### src/sv/lpg_pkg.sv
`default_nettype none

package lpg_pkg;

  localparam int DEF_COORD_BITS = 10;
  localparam int SIZE_W         = 11;
  localparam int COLOUR_W       = 16;
  localparam int CFG_IDX_W      = 8;

  localparam logic [SIZE_W-1:0] RESET_SCREEN_WIDTH  = SIZE_W'(240);
  localparam logic [SIZE_W-1:0] RESET_SCREEN_HEIGHT = SIZE_W'(320);

  typedef enum logic [CFG_IDX_W-1:0] {
    REG_SCREEN_WIDTH  = 8'd0,
    REG_SCREEN_HEIGHT = 8'd1
  } cfg_reg_e;

endpackage

`default_nettype wire

### src/sv/lpg_prep.sv
`default_nettype none

module lpg_prep import lpg_pkg::*; #(
  parameter int CoordBits = DEF_COORD_BITS
) (
  input  wire logic                   clk_i,
  input  wire logic                   rst_ni,
  input  wire logic                   valid_i,
  input  wire logic [SIZE_W-1:0]      screen_width_i,
  input  wire logic [SIZE_W-1:0]      screen_height_i,
  input  wire logic [CoordBits-1:0]   start_x_i,
  input  wire logic [CoordBits-1:0]   start_y_i,
  input  wire logic [CoordBits-1:0]   end_x_i,
  input  wire logic [CoordBits-1:0]   end_y_i,
  input  wire logic [CoordBits-1:0]   step_index_i,
  input  wire logic [COLOUR_W-1:0]    pixel_colour_i,
  output logic                        valid_o,
  output logic [2*CoordBits-1:0]      dividend_o,
  output logic [CoordBits-1:0]        divisor_o,
  output logic [COLOUR_W-1:0]         colour_o,
  output logic [CoordBits:0]          count_o,
  output logic                        in_range_o,
  output logic                        is_last_o,
  output logic [CoordBits-1:0]        major_o,
  output logic [CoordBits-1:0]        min_a_o,
  output logic                        neg_o,
  output logic                        y_major_o,
  output logic                        zero_o
);

  localparam int CW = (CoordBits > SIZE_W) ? CoordBits : SIZE_W;

  function automatic logic [CoordBits-1:0] clamp(input logic [CoordBits-1:0] v,
                                                 input logic [SIZE_W-1:0] size);
    logic [CW-1:0] s;
    logic [CW-1:0] ve;
    s = (size == '0) ? CW'(1) : CW'(size);
    ve = CW'(v);
    clamp = (ve >= s) ? CoordBits'(s - CW'(1)) : v;
  endfunction

  // clamp
  logic                   a_valid_q;
  logic [CoordBits-1:0]   a_x0_q, a_y0_q, a_x1_q, a_y1_q, a_step_q;
  logic [COLOUR_W-1:0]    a_colour_q;

  always_ff @(posedge clk_i or negedge rst_ni) begin
    if (!rst_ni) begin
      a_valid_q <= 1'b0;
    end else begin
      a_valid_q <= valid_i;
    end
  end

  always_ff @(posedge clk_i) begin
    a_x0_q     <= clamp(start_x_i, screen_width_i);
    a_y0_q     <= clamp(start_y_i, screen_height_i);
    a_x1_q     <= clamp(end_x_i, screen_width_i);
    a_y1_q     <= clamp(end_y_i, screen_height_i);
    a_step_q   <= step_index_i;
    a_colour_q <= pixel_colour_i;
  end

  // order along the major axis
  logic [CoordBits-1:0] dx, dy, dmaj_d, dmin_d, maj_a_d, min_a_d, min_b_d;
  logic                 ymaj_d, swap;

  always_comb begin
    dx     = (a_x1_q >= a_x0_q) ? (a_x1_q - a_x0_q) : (a_x0_q - a_x1_q);
    dy     = (a_y1_q >= a_y0_q) ? (a_y1_q - a_y0_q) : (a_y0_q - a_y1_q);
    ymaj_d = dx < dy;
    swap   = ymaj_d ? (a_y0_q > a_y1_q) : (a_x0_q > a_x1_q);
    dmaj_d = ymaj_d ? dy : dx;
    dmin_d = ymaj_d ? dx : dy;
    if (ymaj_d) begin
      maj_a_d = swap ? a_y1_q : a_y0_q;
      min_a_d = swap ? a_x1_q : a_x0_q;
      min_b_d = swap ? a_x0_q : a_x1_q;
    end else begin
      maj_a_d = swap ? a_x1_q : a_x0_q;
      min_a_d = swap ? a_y1_q : a_y0_q;
      min_b_d = swap ? a_y0_q : a_y1_q;
    end
  end

  logic                   b_valid_q, b_ymaj_q;
  logic [CoordBits-1:0]   b_dmaj_q, b_dmin_q, b_maj_a_q, b_min_a_q, b_min_b_q, b_step_q;
  logic [COLOUR_W-1:0]    b_colour_q;

  always_ff @(posedge clk_i or negedge rst_ni) begin
    if (!rst_ni) begin
      b_valid_q <= 1'b0;
    end else begin
      b_valid_q <= a_valid_q;
    end
  end

  always_ff @(posedge clk_i) begin
    b_ymaj_q   <= ymaj_d;
    b_dmaj_q   <= dmaj_d;
    b_dmin_q   <= dmin_d;
    b_maj_a_q  <= maj_a_d;
    b_min_a_q  <= min_a_d;
    b_min_b_q  <= min_b_d;
    b_step_q   <= a_step_q;
    b_colour_q <= a_colour_q;
  end

  // multiply and flags
  logic c_valid_q;

  always_ff @(posedge clk_i or negedge rst_ni) begin
    if (!rst_ni) begin
      c_valid_q <= 1'b0;
    end else begin
      c_valid_q <= b_valid_q;
    end
  end

  always_ff @(posedge clk_i) begin
    dividend_o <= (2*CoordBits)'(b_dmin_q) * (2*CoordBits)'(b_step_q);
    divisor_o  <= b_dmaj_q;
    colour_o   <= b_colour_q;
    count_o    <= {1'b0, b_dmaj_q} + (CoordBits+1)'(1);
    in_range_o <= b_step_q <= b_dmaj_q;
    is_last_o  <= b_step_q == b_dmaj_q;
    major_o    <= b_maj_a_q + b_step_q;
    min_a_o    <= b_min_a_q;
    neg_o      <= b_min_a_q > b_min_b_q;
    y_major_o  <= b_ymaj_q;
    zero_o     <= b_dmaj_q == '0;
  end

  assign valid_o = c_valid_q;

endmodule

`default_nettype wire

### src/sv/lpg_div_stage.sv
`default_nettype none

module lpg_div_stage import lpg_pkg::*; #(
  parameter int CoordBits = DEF_COORD_BITS,
  parameter int Shift     = 0,
  parameter int SideW     = 1
) (
  input  wire logic                   clk_i,
  input  wire logic                   rst_ni,
  input  wire logic                   valid_i,
  input  wire logic [2*CoordBits-1:0] rem_i,
  input  wire logic [CoordBits-1:0]   divisor_i,
  input  wire logic [CoordBits-1:0]   quot_i,
  input  wire logic [SideW-1:0]       side_i,
  output logic                        valid_o,
  output logic [2*CoordBits-1:0]      rem_o,
  output logic [CoordBits-1:0]        divisor_o,
  output logic [CoordBits-1:0]        quot_o,
  output logic [SideW-1:0]            side_o
);

  logic [2*CoordBits-1:0] trial;
  logic                   take;
  logic                   valid_q;

  assign trial = (2*CoordBits)'(divisor_i) << Shift;
  assign take  = rem_i >= trial;

  always_ff @(posedge clk_i or negedge rst_ni) begin
    if (!rst_ni) begin
      valid_q <= 1'b0;
    end else begin
      valid_q <= valid_i;
    end
  end

  always_ff @(posedge clk_i) begin
    rem_o     <= take ? (rem_i - trial) : rem_i;
    quot_o    <= quot_i | (take ? (CoordBits'(1) << Shift) : '0);
    divisor_o <= divisor_i;
    side_o    <= side_i;
  end

  assign valid_o = valid_q;

endmodule

`default_nettype wire

### src/sv/line_point_generator_top.sv
`default_nettype none

// Line point generator: returns one point of a clamped straight line per word,
// with colour, point count and range flags. A word is taken in every cycle
// (busy_o stays low). Its result passes three stages of clamping, ordering and
// multiplying, the slope divider and the output register, then shows for one
// cycle on point_valid_o; the receiver cannot stall it. The divider resolves
// one quotient bit per pipeline stage. Screen size writes are always ready
// and must only be made while no word is in flight.

module line_point_generator_top import lpg_pkg::*; #(
  parameter int COORD_BITS = DEF_COORD_BITS
) (
  input  wire logic                    clk_i,
  input  wire logic                    rst_ni,
  input  wire logic                    start_i,
  output logic                         busy_o,
  input  wire logic [COORD_BITS-1:0]   start_x_i,
  input  wire logic [COORD_BITS-1:0]   start_y_i,
  input  wire logic [COORD_BITS-1:0]   end_x_i,
  input  wire logic [COORD_BITS-1:0]   end_y_i,
  input  wire logic [COORD_BITS-1:0]   step_index_i,
  input  wire logic [COLOUR_W-1:0]     pixel_colour_i,
  output logic                         point_valid_o,
  output logic [COORD_BITS-1:0]        point_x_o,
  output logic [COORD_BITS-1:0]        point_y_o,
  output logic [COLOUR_W-1:0]          point_colour_o,
  output logic [COORD_BITS:0]          point_count_o,
  output logic                         in_range_o,
  output logic                         is_last_o,
  input  wire logic                    cfg_valid_i,
  output logic                         cfg_ready_o,
  input  wire logic [CFG_IDX_W-1:0]    cfg_index_i,
  input  wire logic [SIZE_W-1:0]       cfg_data_i
);

  localparam int CB    = COORD_BITS;
  localparam int SIDEW = COLOUR_W + (CB + 1) + 2 + 2 * CB + 3;

  logic [SIZE_W-1:0] width_q, height_q;

  assign cfg_ready_o = 1'b1;
  assign busy_o      = 1'b0;

  always_ff @(posedge clk_i or negedge rst_ni) begin
    if (!rst_ni) begin
      width_q  <= RESET_SCREEN_WIDTH;
      height_q <= RESET_SCREEN_HEIGHT;
    end else if (cfg_valid_i) begin
      unique case (cfg_index_i)
        REG_SCREEN_WIDTH:  width_q  <= cfg_data_i;
        REG_SCREEN_HEIGHT: height_q <= cfg_data_i;
        default: ;
      endcase
    end
  end

  logic                 p_valid, p_inr, p_last, p_neg, p_ymaj, p_zero;
  logic [2*CB-1:0]      p_dividend;
  logic [CB-1:0]        p_divisor, p_major, p_min_a;
  logic [COLOUR_W-1:0]  p_colour;
  logic [CB:0]          p_count;

  lpg_prep #(.CoordBits(CB)) u_prep (
    .clk_i           (clk_i),
    .rst_ni          (rst_ni),
    .valid_i         (start_i),
    .screen_width_i  (width_q),
    .screen_height_i (height_q),
    .start_x_i       (start_x_i),
    .start_y_i       (start_y_i),
    .end_x_i         (end_x_i),
    .end_y_i         (end_y_i),
    .step_index_i    (step_index_i),
    .pixel_colour_i  (pixel_colour_i),
    .valid_o         (p_valid),
    .dividend_o      (p_dividend),
    .divisor_o       (p_divisor),
    .colour_o        (p_colour),
    .count_o         (p_count),
    .in_range_o      (p_inr),
    .is_last_o       (p_last),
    .major_o         (p_major),
    .min_a_o         (p_min_a),
    .neg_o           (p_neg),
    .y_major_o       (p_ymaj),
    .zero_o          (p_zero)
  );

  logic              dv_valid [CB+1];
  logic [2*CB-1:0]   dv_rem   [CB+1];
  logic [CB-1:0]     dv_div   [CB+1];
  logic [CB-1:0]     dv_quot  [CB+1];
  logic [SIDEW-1:0]  dv_side  [CB+1];

  assign dv_valid[0] = p_valid;
  assign dv_rem[0]   = p_dividend;
  assign dv_div[0]   = p_divisor;
  assign dv_quot[0]  = '0;
  assign dv_side[0]  = {p_colour, p_count, p_inr, p_last, p_major, p_min_a,
                        p_neg, p_ymaj, p_zero};

  for (genvar g = 0; g < CB; g++) begin : g_div
    lpg_div_stage #(
      .CoordBits (CB),
      .Shift     (CB - 1 - g),
      .SideW     (SIDEW)
    ) u_stage (
      .clk_i     (clk_i),
      .rst_ni    (rst_ni),
      .valid_i   (dv_valid[g]),
      .rem_i     (dv_rem[g]),
      .divisor_i (dv_div[g]),
      .quot_i    (dv_quot[g]),
      .side_i    (dv_side[g]),
      .valid_o   (dv_valid[g+1]),
      .rem_o     (dv_rem[g+1]),
      .divisor_o (dv_div[g+1]),
      .quot_o    (dv_quot[g+1]),
      .side_o    (dv_side[g+1])
    );
  end

  logic                 e_inr, e_last, e_neg, e_ymaj, e_zero;
  logic [CB-1:0]        e_major, e_min_a, off, minor;
  logic [COLOUR_W-1:0]  e_colour;
  logic [CB:0]          e_count;

  assign {e_colour, e_count, e_inr, e_last, e_major, e_min_a, e_neg, e_ymaj, e_zero} =
      dv_side[CB];

  assign off   = e_zero ? '0 : dv_quot[CB];
  assign minor = e_neg ? (e_min_a - off) : (e_min_a + off);

  logic               out_valid_q;
  logic [CB-1:0]      px_d, py_d;

  always_comb begin
    px_d = '0;
    py_d = '0;
    if (e_inr) begin
      px_d = e_ymaj ? minor : e_major;
      py_d = e_ymaj ? e_major : minor;
    end
  end

  always_ff @(posedge clk_i or negedge rst_ni) begin
    if (!rst_ni) begin
      out_valid_q <= 1'b0;
    end else begin
      out_valid_q <= dv_valid[CB];
    end
  end

  always_ff @(posedge clk_i) begin
    point_x_o      <= px_d;
    point_y_o      <= py_d;
    point_colour_o <= e_colour;
    point_count_o  <= e_count;
    in_range_o     <= e_inr;
    is_last_o      <= e_last;
  end

  assign point_valid_o = out_valid_q;

endmodule

`default_nettype wire

### config.mk
export PLATFORM = sky130hd
export DESIGN_NAME = line_point_generator_top
export DESIGN_NICKNAME = d
export VERILOG_FILES = /design/src/sv/lpg_pkg.sv /design/src/sv/lpg_prep.sv /design/src/sv/lpg_div_stage.sv /design/src/sv/line_point_generator_top.sv
export SDC_FILE = /design/constraint.sdc
export NUM_CORES = 2
export LEC_CHECK = 0
export BUFFER_PORTS_ARGS = -buffer_cell sky130_fd_sc_hd__buf_2
export CAP_MARGIN = 20
export CORE_MARGIN = 3
export CORE_UTILIZATION = 61
export DETAILED_ROUTE_END_ITERATION = 8
export HOLD_SLACK_MARGIN = 0.02
export PLACE_DENSITY = 0.78
export SLEW_MARGIN = 20
export SYNTH_ARGS = -nofsm -noshare
export SYNTH_HDL_FRONTEND = slang
export SYNTH_HIERARCHICAL = 1
export SYNTH_SLANG_ARGS = --single-unit
### constraint.sdc
create_clock -name clk_i -period 7.42 [get_ports clk_i]
set_clock_uncertainty 0.15 [all_clocks]
set_input_delay 1.113 -clock clk_i [delete_from_list [all_inputs] [get_ports clk_i]]
set_output_delay 1.113 -clock clk_i [all_outputs]
set_load 0.005 [all_outputs]
Word-level counts from Yosys, hierarchy flattened
Index checks and enable logic that the tools add are counted.
{ "totals": {"ff_bits": 1200, "out_inout_bits": 52, "inputBits": 89, "word_cells": 184} }
{ "op_classes": {"muxes": 41, "order_cmp": 21, "reduce_logical": 6, "n_addsub": 19, "n_bitwise": 9, "n_eq_ne": 2, "mul": 1} }
{ "op_table": {"columns": ["cell", "count"], "rows": [
  ["$mux 10", 20],
  ["$mux 20", 9],
  ["$or 10x10->10", 9],
  ["$sub 10x10->10", 5],
  ["$ge 10x11->1", 4],
  ["$gt 10x10->1", 3],
  ["$logic_not 11->1", 2],
  ["$mux 11", 2],
  ["$add 10x10->10", 2],
  ["$ge 10x10->1", 2],
  ["$ge 20x10->1", 1],
  ["$ge 20x11->1", 1],
  ["$ge 20x12->1", 1],
  ["$ge 20x13->1", 1],
  ["$ge 20x14->1", 1],
  ["$ge 20x15->1", 1],
  ["$ge 20x16->1", 1],
  ["$ge 20x17->1", 1],
  ["$ge 20x18->1", 1],
  ["$ge 20x19->1", 1],
  ["$mul 10x10->20", 1],
  ["$sub 10x1->10 const B", 2],
  ["$sub 20x11->20", 1],
  ["$sub 20x12->20", 1],
  ["other kinds (24)", 26]
]} }

Depth between registers and ports, before layout
{ "logic_depth": {"depth_word": 6, "ltp_mapped": 25, "ltp_nobuf": 22} }

Modules after synthesis
The synthesis kept the hierarchy.
{ "by_module_without_submodules": {"columns": ["mod", "area_per_inst_um2", "n_inst", "cells_per_inst", "seq_area_each_um2"], "rows": [
  ["lpg_prep", 13639.3, 1, 1377, 4579.4],
  ["line_point_generator_top", 3012.9, 1, 284, 1564.0],
  ["lpg_div_stage (g_div[9].u_stage)", 2782.7, 1, 221, 1866.8],
  ["lpg_div_stage (g_div[6].u_stage)", 2723.9, 1, 214, 1866.8],
  ["lpg_div_stage (g_div[7].u_stage)", 2710.1, 1, 204, 1866.8],
  ["lpg_div_stage (g_div[1].u_stage)", 2700.1, 1, 205, 1866.8],
  ["lpg_div_stage (g_div[5].u_stage)", 2697.6, 1, 211, 1866.8],
  ["lpg_div_stage (g_div[8].u_stage)", 2693.8, 1, 211, 1866.8],
  ["lpg_div_stage (g_div[4].u_stage)", 2660.1, 1, 217, 1866.8],
  ["lpg_div_stage (g_div[3].u_stage)", 2618.8, 1, 202, 1866.8],
  ["lpg_div_stage (g_div[0].u_stage)", 2556.2, 1, 179, 1866.8],
  ["lpg_div_stage (g_div[2].u_stage)", 2534.9, 1, 191, 1866.8]
]} }

Worst setup path after synthesis
Ideal clock, no wire load.
{ "synth_path": {"path_type": "register -> register", "startpoint": "register u_prep.a_x0_q[1]", "endpoint": "register u_prep.b_min_b_q[0]", "setup_ns": 0.122, "slack_ns": 2.111, "stages_incl_launch_ff": 19, "t_required_ns": 7.148, "arrival_ns": 5.037, "period_less_slack_ns": 5.309, "cell_sequence": "dfxtp_1 > inv_1 > fa_1 > a211oi_2 > nor4_1 > or3_1 > buf_6 > o311a_1 > a221oi_2 > mux2i_1 > a211oi_4 > ha_1 > or4_1 > o41a_1 > clkbuf_1 > inv_2 > mux2_2 > clkbuf_1 > a311o_1"} }
{ "synth_between": {"elab_chain_cells": 6, "elab_cells_between_ends": 10, "cone_classes": "add/sub (2); order compare (3); mux (5)"} }
{ "synth_lines": {"columns": ["element", "line", "text"], "rows": [
  ["from (decl)", "lpg_prep.sv:44", "logic [CoordBits-1:0] a_x0_q, a_y0_q, a_x1_q, a_y1_q, a_step_q;"],
  ["from (signal assigned)", "lpg_prep.sv:56", "a_x0_q <= clamp(start_x_i, screen_width_i);"],
  ["$sub 10x10->10 or $ge 10x10->1 (tied branches)", "lpg_prep.sv:69", "dx = (a_x1_q >= a_x0_q) ? (a_x1_q - a_x0_q) : (a_x0_q - a_x1_q);"],
  ["$mux 10", "lpg_prep.sv:69", null],
  ["$lt 10x10->1", "lpg_prep.sv:71", "ymaj_d = dx < dy;"],
  ["$mux 1", "lpg_prep.sv:72", "swap = ymaj_d ? (a_y0_q > a_y1_q) : (a_x0_q > a_x1_q);"],
  ["$mux 10, on equally long branches", "lpg_prep.sv:82, lpg_prep.sv:78", null],
  ["$mux 10 (*)", "lpg_prep.sv:75", "if (ymaj_d) begin"],
  ["via u_prep.min_b_d[0]", "lpg_prep.sv:65", "logic [CoordBits-1:0] dx, dy, dmaj_d, dmin_d, maj_a_d, min_a_d, min_b_d;"],
  ["to (signal assigned)", "lpg_prep.sv:104", "b_min_b_q <= min_b_d;"],
  ["to (decl)", "lpg_prep.sv:87", "logic [CoordBits-1:0] b_dmaj_q, b_dmin_q, b_maj_a_q, b_min_a_q, b_min_b_q, b_step_q;"]
]} }
Mark *: on every way through the listed nets, which the timed path passes. The rest lies on a longest branch.
A chain may end at the register's enable or synchronous reset.

Final worst setup path
{ "layout_path": {"startpoint": "register u_prep.a_y0_q[1]", "endpoint": "register u_prep.b_maj_a_q[6]"} }
{ "layout_between": {"elab_chain_cells": 6, "elab_cells_between_ends": 10, "cone_classes": "add/sub (2); order compare (3); mux (5)"} }
{ "layout_lines": {"columns": ["element", "line", "text"], "rows": [
  ["from (decl)", "lpg_prep.sv:44", null],
  ["from (signal assigned)", "lpg_prep.sv:57", "a_y0_q <= clamp(start_y_i, screen_height_i);"],
  ["$sub 10x10->10 or $ge 10x10->1 (tied branches)", "lpg_prep.sv:70", "dy = (a_y1_q >= a_y0_q) ? (a_y1_q - a_y0_q) : (a_y0_q - a_y1_q);"],
  ["$mux 10", "lpg_prep.sv:70", null],
  ["$lt 10x10->1", "lpg_prep.sv:71", null],
  ["$mux 1", "lpg_prep.sv:72", null],
  ["$mux 10, on equally long branches", "lpg_prep.sv:80, lpg_prep.sv:76", null],
  ["$mux 10 (*)", "lpg_prep.sv:75", null],
  ["via u_prep.maj_a_d[6]", "lpg_prep.sv:65", null],
  ["to (signal assigned)", "lpg_prep.sv:102", "b_maj_a_q <= maj_a_d;"],
  ["to (decl)", "lpg_prep.sv:87", null]
]} }
Marks and branches as above.

==> key figures <==
Status
  • Status: completed

Global route
  • Grt ovf: 0
  • Global-route wire length before repair: 129 mm
  • Number of global-route vias before repair: 25,600
  • Initial antenna violation count: 2
  • Total track usage: 22.2%
  • Pin count of the biggest net entering global routing: 50

STA
  • Final setup vio count: 0
  • Fin. Hold Viols: 0
  • Setup TNS: 0 ps
  • Final Worst Setup Slack: 1250 ps
  • Worst slew pin tran: 1120 ps
  • Relative slew slack: 25.2%
  • Period minus WS final: 6170 ps
  • Fin. max-slew vios: 0
  • Fmax: 162 MHz
  • Period utilization: 83.1%
  • RSZ-0062 raised after global routing: no

Setup path
  • CP Launch Type: register
  • Setup crit end kind: register
  • WP data arrival: 6550 ps
  • Crit Path Max Fanout: 40
  • Critical path type: register to register
  • WP data required: 7810 ps

Logic synthesis
  • Yosys warns: 6
  • Mapped Cells: 3,604
  • Mean Syn Cell Area: 11.7 sq um
  • Mapped Area: 42,200 sq um

Clock tree
  • Post-cts hold buffer count: 0
  • Clk sinks: 1,200
  • CTS resizes: 0
  • CTS Buf Count: 108
  • CTS Root Cell: clkbuf_16
  • Setup bufs post-CTS: 0
  • Clock latency on the worst-skew pair: 680 ps
  • CTS max path bufs: 3
  • TritonCTS clock tree: yes
  • Clock slew at reported path FFs: 70 ps
  • H-tree depth: 3

Flow run
  • Max-Cap Viols: 0

Detailed routing
  • Routed via count: 25,300
  • Detail Route Antenna Nets: 0
  • DR iter-0 viols: 1,710
  • Pre-Repair DR Iteration Count: 9
  • Routed WL: 79.0 mm
  • Routed WL per cell: 16.4 um
  • Post-DR vias/cell: 5.27
  • DRC Markers: 0

Floorplan
  • Core outline area: 67,900 sq um
  • Row count: 95
  • Chip Width: 269 um
  • Initial Utilization: 62.2%
  • Chip height: 269 um
  • # IOs: 141
  • Die area: 72,400 sq um

Worst hold path
  • HP Class: register to register

Place
  • Worst slack at placement: 1460 ps
  • Port Buffers: 138
  • RD Place Congestion: 0.924
  • Final HPWL DP: 54.8 mm

Layout
  • Fin nets: 4,246
  • Area growth, synth to finish: 12.6%
  • Number of fill cells in the layout: 4,701
  • Util after Layout: 70.0%
  • Fraction of layout cells with a size suffix above 1: 12.9%
[flip-flops by register name, summed over array words and instances (netlist names), 11 cells and up]
name,cells
point_colour_o,16
u_prep/a_colour_q,16
g_div.u_stage/side_o,520
point_count_o,11
u_prep/b_colour_q,16
u_prep/dividend_o,20
g_div.u_stage/divisor_o,90
g_div.u_stage/quot_o,100
u_prep/count_o,11
u_prep/colour_o,16
width_q,11
height_q,11
g_div.u_stage/rem_o,180
[metal layers]
metal / share of wire [%] / track usage, % / vias to the layer above / routed length, um
li1: - / - / 12600 / -
met1: 43 / 27.9 / 12000 / 34400
met2: 49 / 38.9 / 598 / 38900
met3: 4.7 / 3.77 / 151 / 3740
met4: 2.6 / 7.17 / 0 / 2080
met5: 0 / 0 / - / 0
[cell type report]
cell class              count  area [sq um]  share of cell area, %
well taps                 921          1150                   2.43
multi-input cells        2008         16400                   34.5
repair buffers            142           721                   1.52
flip-flops and latches   1200         24200                   51.0
clock buffers             133          2890                   6.08
clock inverters            70           906                   1.91
inverters                 332          1250                   2.62
diodes                      1          2.50                0.00527
[final timing paths]
check	depth (start not counted)	to	start	slack (ps)
worst max-delay path	17	u_prep/b_maj_a_q[6]$_DFF_P_	u_prep/a_y0_q[1]$_DFF_P_	1250
worst min-delay path	0	g_div[1].u_stage/quot_o[6]$_DFF_P_	g_div[0].u_stage/quot_o[6]$_DFF_P_	100
worst max register to register	17	u_prep/b_maj_a_q[6]$_DFF_P_	u_prep/a_y0_q[1]$_DFF_P_	1250
worst min register to register	0	g_div[1].u_stage/quot_o[6]$_DFF_P_	g_div[0].u_stage/quot_o[6]$_DFF_P_	100
max in group asynchronous	1	height_q[2]$_DFFE_PN0P_	rst_ni	6260
min in group asynchronous	1	width_q[1]$_DFFE_PN0P_	rst_ni	380
[cells in the final DEF, fill, tap and decap left out, types with 86 or more instances in the layout]
cell type / n
dfxtp_1: 1164
inv_1: 331
ha_1: 287
nand2_1: 179
a21oi_1: 166
buf_2: 138
nor2_1: 131
xnor2_1: 108
clkbuf_16: 108
o21ai_0: 104
mux2i_1: 86
[worst max-delay path: stages, from the launching register on]
cell and delay, ps:
dfxtp_1 430, inv_1 110, fa_1 450, a21o_1 210, a2111o_1 440, a21oi_1 250
o21ai_1 280, a211oi_1 310, nor3_1 100, xnor2_1 420, inv_1 130, ha_1 230
or4_1 560, o41a_2 510, inv_2 70, mux2_2 850, mux2i_1 360, mux2i_1 140
[per-stage QoR]
stage | cells | instance area (sq um) | hold slack [ps]
finish | 4807 | 47500 | 102
global placement | 4603 | 43700 | 159
CTS | 4806 | 47500 | 96.9
detailed placement | 4603 | 43700 | 162
floorplan | 3614 | 42200 | 160
global route | 4807 | 47500 | 103
Power is left out: the tool's default activity adds up to more than one toggle a clock period on the data nets, which glitch-free logic cannot reach.
